File: src/sv/sfr_pkg.sv
// shared types and codes of the serial frame receiver
// no dependencies; used by sfr_step, the top level and the checker
`default_nettype none

package sfr_pkg;

	// parser phase, one-hot
	typedef enum logic [4:0] {
		PH_HUNT  = 5'b00001,
		PH_ID    = 5'b00010,
		PH_LEN   = 5'b00100,
		PH_DATA  = 5'b01000,
		PH_CHECK = 5'b10000
	} phase_t;

	// event codes of a result
	localparam logic [1:0] EV_NONE     = 2'd0;
	localparam logic [1:0] EV_PAYLOAD  = 2'd1;
	localparam logic [1:0] EV_GOOD     = 2'd2;
	localparam logic [1:0] EV_MISMATCH = 2'd3;

	// register selects, taken from paddr[2]
	localparam logic REG_HEAD_BYTE = 1'b0;
	localparam logic REG_ID_LIMIT  = 1'b1;

	// reset values of the registers
	localparam logic [7:0] HEAD_BYTE_RST = 8'd0;
	localparam logic [8:0] ID_LIMIT_RST  = 9'd256;

	// parser state carried from one byte to the next
	typedef struct packed {
		phase_t     phase;
		logic [7:0] running_sum;
		logic [7:0] held_id;
		logic [7:0] held_length;
		logic [7:0] bytes_seen;
	} state_t;

	// one result
	typedef struct packed {
		logic [1:0] event_res;
		logic [7:0] payload_byte;
		logic [7:0] payload_index;
		logic [7:0] frame_id;
		logic [7:0] frame_length;
	} result_t;

	// configuration seen by the parser
	typedef struct packed {
		logic [7:0] head_byte;
		logic [8:0] id_limit;
	} cfg_t;

endpackage

`default_nettype wire

File: src/sv/sfr_step.sv
// per-byte next-state and result logic of the frame parser
// depends on sfr_pkg for the state, result and configuration types
`default_nettype none

module sfr_step (
	input  wire sfr_pkg::state_t  cur,
	input  wire logic [7:0]       rx_byte,
	input  wire sfr_pkg::cfg_t    cfg,
	output sfr_pkg::state_t       nxt,
	output sfr_pkg::result_t      res
);

	logic [7:0] sum_add;
	logic [7:0] seen_inc;

	assign sum_add  = cur.running_sum + rx_byte;
	assign seen_inc = cur.bytes_seen + 8'd1;

	// phase transitions and result event
	always_comb begin
		nxt               = cur;
		res.event_res     = sfr_pkg::EV_NONE;
		res.payload_byte  = 8'd0;
		res.payload_index = 8'd0;
		unique case (cur.phase)
			sfr_pkg::PH_HUNT: begin
				if (rx_byte == cfg.head_byte) begin
					nxt.running_sum = rx_byte;
					nxt.held_id     = 8'd0;
					nxt.held_length = 8'd0;
					nxt.bytes_seen  = 8'd0;
					nxt.phase       = sfr_pkg::PH_ID;
				end
			end
			sfr_pkg::PH_ID: begin
				if ({1'b0, rx_byte} < cfg.id_limit) begin
					nxt.held_id     = rx_byte;
					nxt.running_sum = sum_add;
					nxt.phase       = sfr_pkg::PH_LEN;
				end else begin
					// rejected id goes back to hunting without a head test
					nxt.phase = sfr_pkg::PH_HUNT;
				end
			end
			sfr_pkg::PH_LEN: begin
				nxt.held_length = rx_byte;
				nxt.running_sum = sum_add;
				nxt.phase       = (rx_byte == 8'd0) ? sfr_pkg::PH_CHECK : sfr_pkg::PH_DATA;
			end
			sfr_pkg::PH_DATA: begin
				res.event_res     = sfr_pkg::EV_PAYLOAD;
				res.payload_byte  = rx_byte;
				res.payload_index = cur.bytes_seen;
				nxt.running_sum   = sum_add;
				nxt.bytes_seen    = seen_inc;
				if (seen_inc >= cur.held_length) begin
					nxt.phase = sfr_pkg::PH_CHECK;
				end
			end
			sfr_pkg::PH_CHECK: begin
				res.event_res = (cur.running_sum == rx_byte) ? sfr_pkg::EV_GOOD
					: sfr_pkg::EV_MISMATCH;
				nxt.phase     = sfr_pkg::PH_HUNT;
			end
			default: begin
				nxt.phase = sfr_pkg::PH_HUNT;
			end
		endcase
		res.frame_id     = nxt.held_id;
		res.frame_length = nxt.held_length;
	end

endmodule

`default_nettype wire

File: src/sv/serial_frame_receiver.sv
// serial frame receiver top level: input register, parser step, result register
// depends on sfr_pkg and sfr_step
//
// usage:
//   rx channel (rx_valid, rx_stall, rx_byte) takes one received byte per request.
//   res channel (res_valid, res_stall, event_res, payload_byte, payload_index,
//   frame_id, frame_length) returns exactly one result per byte.
//   the APB port sets head_byte at address 0 and id_limit at address 4; write
//   only while no byte is in flight. pready is tied high, reads return the value.
// pipeline and throughput:
//   an accepted byte passes through the input register, then the result register;
//   one byte per cycle is sustained while res_stall is low; the parser state update
//   in sfr_step is combinational and sits between the two registers.
// reset:
//   arst_n clears both pipeline valids, returns the parser to head hunting with
//   sums and counts at zero, head_byte to 0 and id_limit to 256.
// stalls:
//   while res_stall holds a result, a byte can still enter an empty input register;
//   rx_stall rises only when both registers are full and the result is stalled.
`default_nettype none

module serial_frame_receiver (
	input  wire logic        clk,
	input  wire logic        arst_n,
	// byte input
	input  wire logic        rx_valid,
	output logic             rx_stall,
	input  wire logic [7:0]  rx_byte,
	// result output
	output logic             res_valid,
	input  wire logic        res_stall,
	output logic [1:0]       event_res,
	output logic [7:0]       payload_byte,
	output logic [7:0]       payload_index,
	output logic [7:0]       frame_id,
	output logic [7:0]       frame_length,
	// configuration
	input  wire logic        psel,
	input  wire logic        penable,
	input  wire logic        pwrite,
	input  wire logic [2:0]  paddr,
	input  wire logic [31:0] pwdata,
	output logic [31:0]      prdata,
	output logic             pready
);

	sfr_pkg::cfg_t    cfg_q;
	sfr_pkg::state_t  state_q;
	sfr_pkg::state_t  state_nxt;
	sfr_pkg::result_t res_nxt;
	sfr_pkg::result_t res_s2;
	logic             valid_s1;
	logic [7:0]       byte_s1;
	logic             advance;
	logic             cfg_wr;

	// configuration registers
	assign pready = 1'b1;
	assign cfg_wr = psel && penable && pwrite;

	always_ff @(posedge clk or negedge arst_n) begin
		if (!arst_n) begin
			cfg_q.head_byte <= sfr_pkg::HEAD_BYTE_RST;
			cfg_q.id_limit  <= sfr_pkg::ID_LIMIT_RST;
		end else if (cfg_wr) begin
			if (paddr[2] == sfr_pkg::REG_HEAD_BYTE) begin
				cfg_q.head_byte <= pwdata[7:0];
			end else begin
				cfg_q.id_limit <= pwdata[8:0];
			end
		end
	end

	// register readback
	always_comb begin
		if (paddr[2] == sfr_pkg::REG_ID_LIMIT) begin
			prdata = {23'd0, cfg_q.id_limit};
		end else begin
			prdata = {24'd0, cfg_q.head_byte};
		end
	end

	// pipeline moves when the result register is empty or being taken
	assign advance  = !res_valid || !res_stall;
	assign rx_stall = valid_s1 && !advance;

	// input register
	always_ff @(posedge clk or negedge arst_n) begin
		if (!arst_n) begin
			valid_s1 <= 1'b0;
		end else if (!rx_stall) begin
			valid_s1 <= rx_valid;
		end
	end

	always_ff @(posedge clk) begin
		if (rx_valid && !rx_stall) begin
			byte_s1 <= rx_byte;
		end
	end

	// parser step
	sfr_step u_step (
		.cur     (state_q),
		.rx_byte (byte_s1),
		.cfg     (cfg_q),
		.nxt     (state_nxt),
		.res     (res_nxt)
	);

	// parser state, updated once per byte leaving the input register
	always_ff @(posedge clk or negedge arst_n) begin
		if (!arst_n) begin
			state_q.phase       <= sfr_pkg::PH_HUNT;
			state_q.running_sum <= 8'd0;
			state_q.held_id     <= 8'd0;
			state_q.held_length <= 8'd0;
			state_q.bytes_seen  <= 8'd0;
		end else if (advance && valid_s1) begin
			state_q <= state_nxt;
		end
	end

	// result register
	always_ff @(posedge clk or negedge arst_n) begin
		if (!arst_n) begin
			res_valid <= 1'b0;
		end else if (advance) begin
			res_valid <= valid_s1;
		end
	end

	always_ff @(posedge clk) begin
		if (advance && valid_s1) begin
			res_s2 <= res_nxt;
		end
	end

	assign event_res     = res_s2.event_res;
	assign payload_byte  = res_s2.payload_byte;
	assign payload_index = res_s2.payload_index;
	assign frame_id      = res_s2.frame_id;
	assign frame_length  = res_s2.frame_length;

endmodule

`default_nettype wire

File: config.mk
export PLATFORM = sky130hd
export DESIGN_NAME = serial_frame_receiver
export DESIGN_NICKNAME = d
export VERILOG_FILES = /design/src/sv/sfr_pkg.sv /design/src/sv/sfr_step.sv /design/src/sv/serial_frame_receiver.sv
export SDC_FILE = /design/constraint.sdc
export NUM_CORES = 1
export LEC_CHECK = 0
export ABC_CLOCK_PERIOD_IN_PS = 3600
export BUFFER_PORTS_ARGS = -buffer_cell sky130_fd_sc_hd__buf_2
export CORE_UTILIZATION = 50
export CTS_CLUSTER_SIZE = 12
export DETAILED_ROUTE_END_ITERATION = 10
export GPL_ROUTABILITY_DRIVEN = 1
export PLACE_DENSITY = 0.75
export SYNTH_ARGS = -nofsm -noshare
export SYNTH_HDL_FRONTEND = slang
export SYNTH_SLANG_ARGS = --single-unit
File: constraint.sdc
create_clock -name clk -period 3.6 [get_ports clk]
set_clock_uncertainty 0.2 [all_clocks]
set_input_delay 0.9 -clock clk [delete_from_list [all_inputs] [get_ports clk]]
set_output_delay 0.9 -clock clk [all_outputs]
set_load 0.02 [all_outputs]
# Yosys cells after proc, flatten, opt, wreduce, memory -nomap -nowiden
# Index checks and enable logic that the tools add are counted.
dict set report classes {
  add_sub_neg 2
  order_cmp 2
  n_eq_ne 10
  n_mux 13
  bitwise_logic 1
  n_reduce_logical 19
}
# op count
set op_table {}
lappend op_table {{one-hot mux 8 bit (2 select lines)} 3}
lappend op_table {{two-way mux 37 bit} 1}
lappend op_table {{one-hot mux 8 bit (3 select lines)} 1}
lappend op_table {{one-hot mux 5 bit (4 select lines)} 1}
lappend op_table {{== test 8 bit} 2}
lappend op_table {{two-way mux 16 bit} 1}
lappend op_table {{two-way mux 5 bit} 2}
lappend op_table {{less-than comparator 8 x 9 -> 1 bit} 1}
lappend op_table {{two-way mux 9 bit} 1}
lappend op_table {{adder 8 x 1 -> 8 bit, second input constant} 1}
lappend op_table {{adder 8 bit} 1}
lappend op_table {{greater-or-equal comparator 8 bit} 1}
lappend op_table {{logical NOT 8 bit} 1}
lappend op_table {{!= test 2 x 1 -> 1 bit, second input constant} 3}
lappend op_table {{AND reduction 3 bit} 2}
lappend op_table {{== test 5 x 1 -> 1 bit, second input constant} 1}
lappend op_table {{== test 5 x 2 -> 1 bit, second input constant} 1}
lappend op_table {{== test 5 x 3 -> 1 bit, second input constant} 1}
lappend op_table {{== test 5 x 4 -> 1 bit, second input constant} 1}
lappend op_table {{== test 5 bit, second input constant} 1}
lappend op_table {{logical AND 1 bit} 5}
lappend op_table {{logical NOT 1 bit} 4}
lappend op_table {{one-hot mux 2 bit (2 select lines)} 1}
lappend op_table {{AND reduction 2 bit} 2}
lappend op_table {{other kinds (8)} 8}
dict set report word_totals {
  regBits 98
  in_bits 50
}

# Longest topological paths before layout
dict set report logic_depth {
  ltp_word 6
  ltp_mapped 10
  ltp_nobuf 10
}

# Cells and area by module
# From an unflattened synthesis, not the netlist that was laid out.
dict set report unflattened {
  hier_cells 458
  area_unflattened_um2 5501.5
}
# mod instances cells_per_inst area_each_um2 seq_area_each_um2
set modules_own_cells {}
lappend modules_own_cells {serial_frame_receiver 1 200 3762.4 2665.1}
lappend modules_own_cells {sfr_step 1 258 1739.2 0.0}

# Worst setup path after synthesis
# Ideal clock, no wire load.
dict set report synth_timing {
  path_type {input-to-reg}
  startpoint {in res_stall}
  endpoint {reg state_q[10] (netlist name)}
  setup_time_ns 0.121
  t_arrival_ns 2.448
  path_slack_ns 0.831
  stages 5
  path_buffers 0
  cell_sequence {nand2_1 -> nand2_1 -> inv_1 -> o21ai_1 -> a22o_1}
}
dict set report synth_between {
  elab_chain_cells 3
}
# item line_no
set synth_rtl {}
lappend synth_rtl {{start: declaration} serial_frame_receiver.sv:31} ;# input wire logic res_stall,
lappend synth_rtl {{logical NOT 1 bit} serial_frame_receiver.sv:84} ;# assign advance = !res_valid || !res_stall;
lappend synth_rtl {{logical OR 1 bit} serial_frame_receiver.sv:84}
lappend synth_rtl {{logical AND 1 bit} serial_frame_receiver.sv:119} ;# end else if (advance && valid_s1) begin
lappend synth_rtl {{end signal: assignment} serial_frame_receiver.sv:120} ;# state_q <= state_nxt;
lappend synth_rtl {{end: declaration} serial_frame_receiver.sv:48} ;# sfr_pkg::state_t state_q;
# Every way passes these cells.
# A chain may end at the register's enable or synchronous reset.

# Worst setup path in the final report
dict set report layout_timing {
  startpoint {reg byte_s1[7]}
  endpoint {reg state_q[24] (netlist name)}
}
dict set report layout_between {
  elab_chain_cells 3
  word_cells_on_any_way 5
}
# item line_no
set layout_rtl {}
lappend layout_rtl {{start: declaration} serial_frame_receiver.sv:53} ;# logic [7:0] byte_s1;
lappend layout_rtl {{start signal: assignment} serial_frame_receiver.sv:98} ;# byte_s1 <= rx_byte;
lappend layout_rtl {{less-than comparator 8 x 9 -> 1 bit / == test 8 bit (equally long branches)} {sfr_step.sv:36, sfr_step.sv:27}}
lappend layout_rtl {{!= test 2 x 1 -> 1 bit (no source line)} --}
lappend layout_rtl {{AND reduction 4 bit (no source line) (*)} --}
# Mark *: on every way between the ends. The rest lies on a longest branch, timed or not.

==> flow_metrics.py <==
metrics = {
    "synth": {
        "synth_common_cells": "dfrtp_1 (54), edfxtp_1 (42), a22o_1 (29)",
        "synthesis.instances": 450,
        "synthesis.area_sq_um": 5219,
        "synth_most_common_cell": "dfrtp_1",
        "synthFlopType": "dfrtp_1",
        "synth_edf_count": 42,
        "yosysWarnings": 0,
        "ys_seq_area_frac": 0.5107,
        "async_flop_share": 0.5714,
        "avgSynthCellArea_sq_um": 11.60,
        "yosys-top-cells-area": "dfrtp_1 (26%), edfxtp_1 (24%), mux2_2 (5.8%)",
        "ys_seq_elements": 98,
        "synth_top_area_frac": 0.2589,
        "synth_cell_types": 52,
        "synth_top_cell_by_area": "dfrtp_1",
    },
    "critical_path": {
        "worstPathArrival_ns": 3.04,
        "start_kind": "flip-flop",
        "critPathMaxStageDelay_ns": 0.67,
        "path_class": "reg2reg",
        "cp-end-kind": "flip-flop",
        "crit_top_cell": "a21oi_1",
        "critPathRequiredTime_ns": 3.68,
        "worst-path-buf-inv": 0,
        "cpLargestDelayFamily": "compound AO/OA/AOI/OAI gates",
        "slowest_stage": "edfxtp_1",
        "crit_chain": "ha_1 > a211oi_1 > o32ai_1 > a21oi_1 > and2_1 > a21o_1 > a22oi_1 > a21oi_1",
        "crit_fanout": 13,
    },
    "cts": {
        "ctsResizeCount": 0,
        "ctsRootBufferMaster": "clkbuf_8",
        "cts_buffers": 9,
        "cts_num_sinks": 98,
        "tritoncts": "built",
        "clk_pin_slew_worst_paths_ns": 0.10,
        "post-cts-setup-buffer-count": 0,
        "clock_latency_ns": 0.36,
        "ctsHoldBuffers": 0,
        "cts_buffer_depth": 2,
        "htreeDepth": 3,
    },
    "pwr": {
        "p_per_area_nw_per_um2": 513.1,
        "p_total_mw": 2.946,
        "ir_worst_vdd_mv": 0.2485,
        "p_leak_nw": 2.539,
    },
    "detailed_routing": {
        "routed_wl_um": 9962,
        "first_pass_iters": 5,
        "vias": 3506,
        "avgRoutedWirePerCell_um": 15.26,
        "drc": 0,
        "final_antenna_net_count": 0,
        "viasPerCell": 5.369,
        "drt-initial-drc-count": 198,
    },
    "sta": {
        "slew_headroom": 0.5857,
        "final_max_slew_viol_count": 0,
        "rsz0062_at_grt": "no",
        "period_minus_slack_ns": 2.960,
        "fmax_ghz": 0.3379,
        "period_share": 0.8222,
        "finalSetupViolCount": 0,
        "setup_tns_ns": 0,
        "worst_pin_slew_ns": 0.6215,
        "finalHoldViolations": 0,
    },
    "global_routing": {
        "grt_max_degree": 25,
        "grt_pass1_vias": 3475,
        "met1_usage": 0.2603,
        "grt_use_total": 0.1931,
        "grt_pass1_wl_um": 16690,
        "grt-busiest-layer": "met2",
        "overflow": 0,
        "grtUsageMet3": 0.03195,
        "antenna_found_initial": 0,
        "met2_usage": 0.3190,
    },
    "placed_design": {
        "gp_congestion": 0.9061,
        "portBuffers": 69,
        "postPlaceCellArea_sq_um": 5557,
        "hpwl_um": 7097,
    },
    "floorplanning": {
        "pin_count": 119,
        "fp.coreArea_sq_um": 9955,
        "die_w_um": 104.2,
        "start_util": 0.5243,
        "rows": 36,
        "dieArea_sq_um": 10850,
        "die_h_um": 104.2,
    },
    "final_layout": {
        "final_nets": 589,
        "fin_area_sq_um": 5742,
        "area_growth_pct": 10.02,
        "antenna-diode-count": 0,
        "drive_above_1_share": 0.2538,
    },
    "min_path": {
        "hp-class": "in2async",
    },
    "outcome": {
        "outcome": "finished clean",
    },
    "flow_run": {
        "maxCapViolCount": 0,
    },
}
-- layer usage --
| metal | vias to the layer above | wire length [um] |
|---|---|---|
| met2 | 105 | 4716 |
| met5 | - | 0 |
| met4 | 0 | 131 |
| li1 | 1693 | - |
| met3 | 14 | 555 |
| met1 | 1694 | 4558 |
-- path summary, 6_finish.rpt --
kind / slack, ns / to / cells past startpoint / startpoint
setup reg to reg: 0.64 / state_q[24]$_DFFE_PN0P_ / 8 / byte_s1[7]$_DFFE_PP_
max in group asynchronous: 2.26 / state_q[32]$_DFFE_PN1P_ / 2 / arst_n
hold / removal: 0.25 / state_q[5]$_DFFE_PN0P_ / 1 / arst_n
hold reg to reg: 0.31 / res_valid$_DFFE_PN0N_ / 1 / valid_s1$_DFFE_PN0N_
setup / recovery: 0.64 / state_q[24]$_DFFE_PN0P_ / 8 / byte_s1[7]$_DFFE_PP_
min in group clk: 0.31 / res_valid$_DFFE_PN0N_ / 1 / valid_s1$_DFFE_PN0N_
-- flip-flops by register name, indices dropped and copies added, names as in the netlist --
register       cells
state_q           37
cfg_q             17
byte_s1            8
frame_id           8
frame_length       8
payload_byte       8
payload_index      8
event_res          2
res_valid          1
valid_s1           1
-- cell families after synthesis --
family | share of synthesized area
other | 0.001439
AND/OR/NAND/NOR | 0.1259
adder cells (fa/ha/maj) | 0.05898
AO/OA/AOI/OAI | 0.1338
flip-flops | 0.5107
XOR/XNOR | 0.03692
multiplexers | 0.06018
buffers and inverters | 0.07216
-- metrics by stage --
| stage | util | hold slack [ns] | worst slack, ns | instances |
|---|---|---|---|---|
| after global routing | 0.5768 | 0.2632 | 0.5029 | 653 |
| after floorplan | - | 0.2574 | 0.8314 | 472 |
| final | 0.5768 | 0.2475 | 0.6402 | 653 |
| after detailed placement | 0.5582 | 0.2902 | 0.7130 | 637 |
| after global placement | 0.5582 | 0.2733 | 0.7830 | 637 |
| after CTS | 0.5768 | 0.2515 | 0.6784 | 653 |
-- layout make-up --
type                       instances  area, sq um
multi-input combinational        310         2260
fill                             839         4213
tap                              133        166.4
clock buffer                      10        127.6
sequential                        98         2665
inverter                          22        82.58
clock inverter                     6        57.56
timing repair buffer              74        382.9
-- report_power, final --
part           switching, mW  total [mW]  leakage, nW  internal (mW)
registers              0.117        1.43         1.14           1.31
clock network          0.368       0.684       0.0874          0.316
logic                  0.483       0.832         1.31          0.348
-- cell usage in the layout (no fill, tap or decap), drive strengths merged, types with 8 or more instances in the layout --
cell type,synthesis,layout
a21oi,18,18
a22o,29,29
a22oi,10,10
and2,19,19
buf,33,74
clkbuf,9,10
conb,2,24
dfrtp,54,54
edfxtp,42,42
ha,23,23
inv,22,22
mux2,27,27
nand2,26,26
nand2b,8,8
nand3,11,11
nor2,29,29
o21ai,19,19
xor2,15,15
No activity file was read; power rests on OpenSTA's default activity.
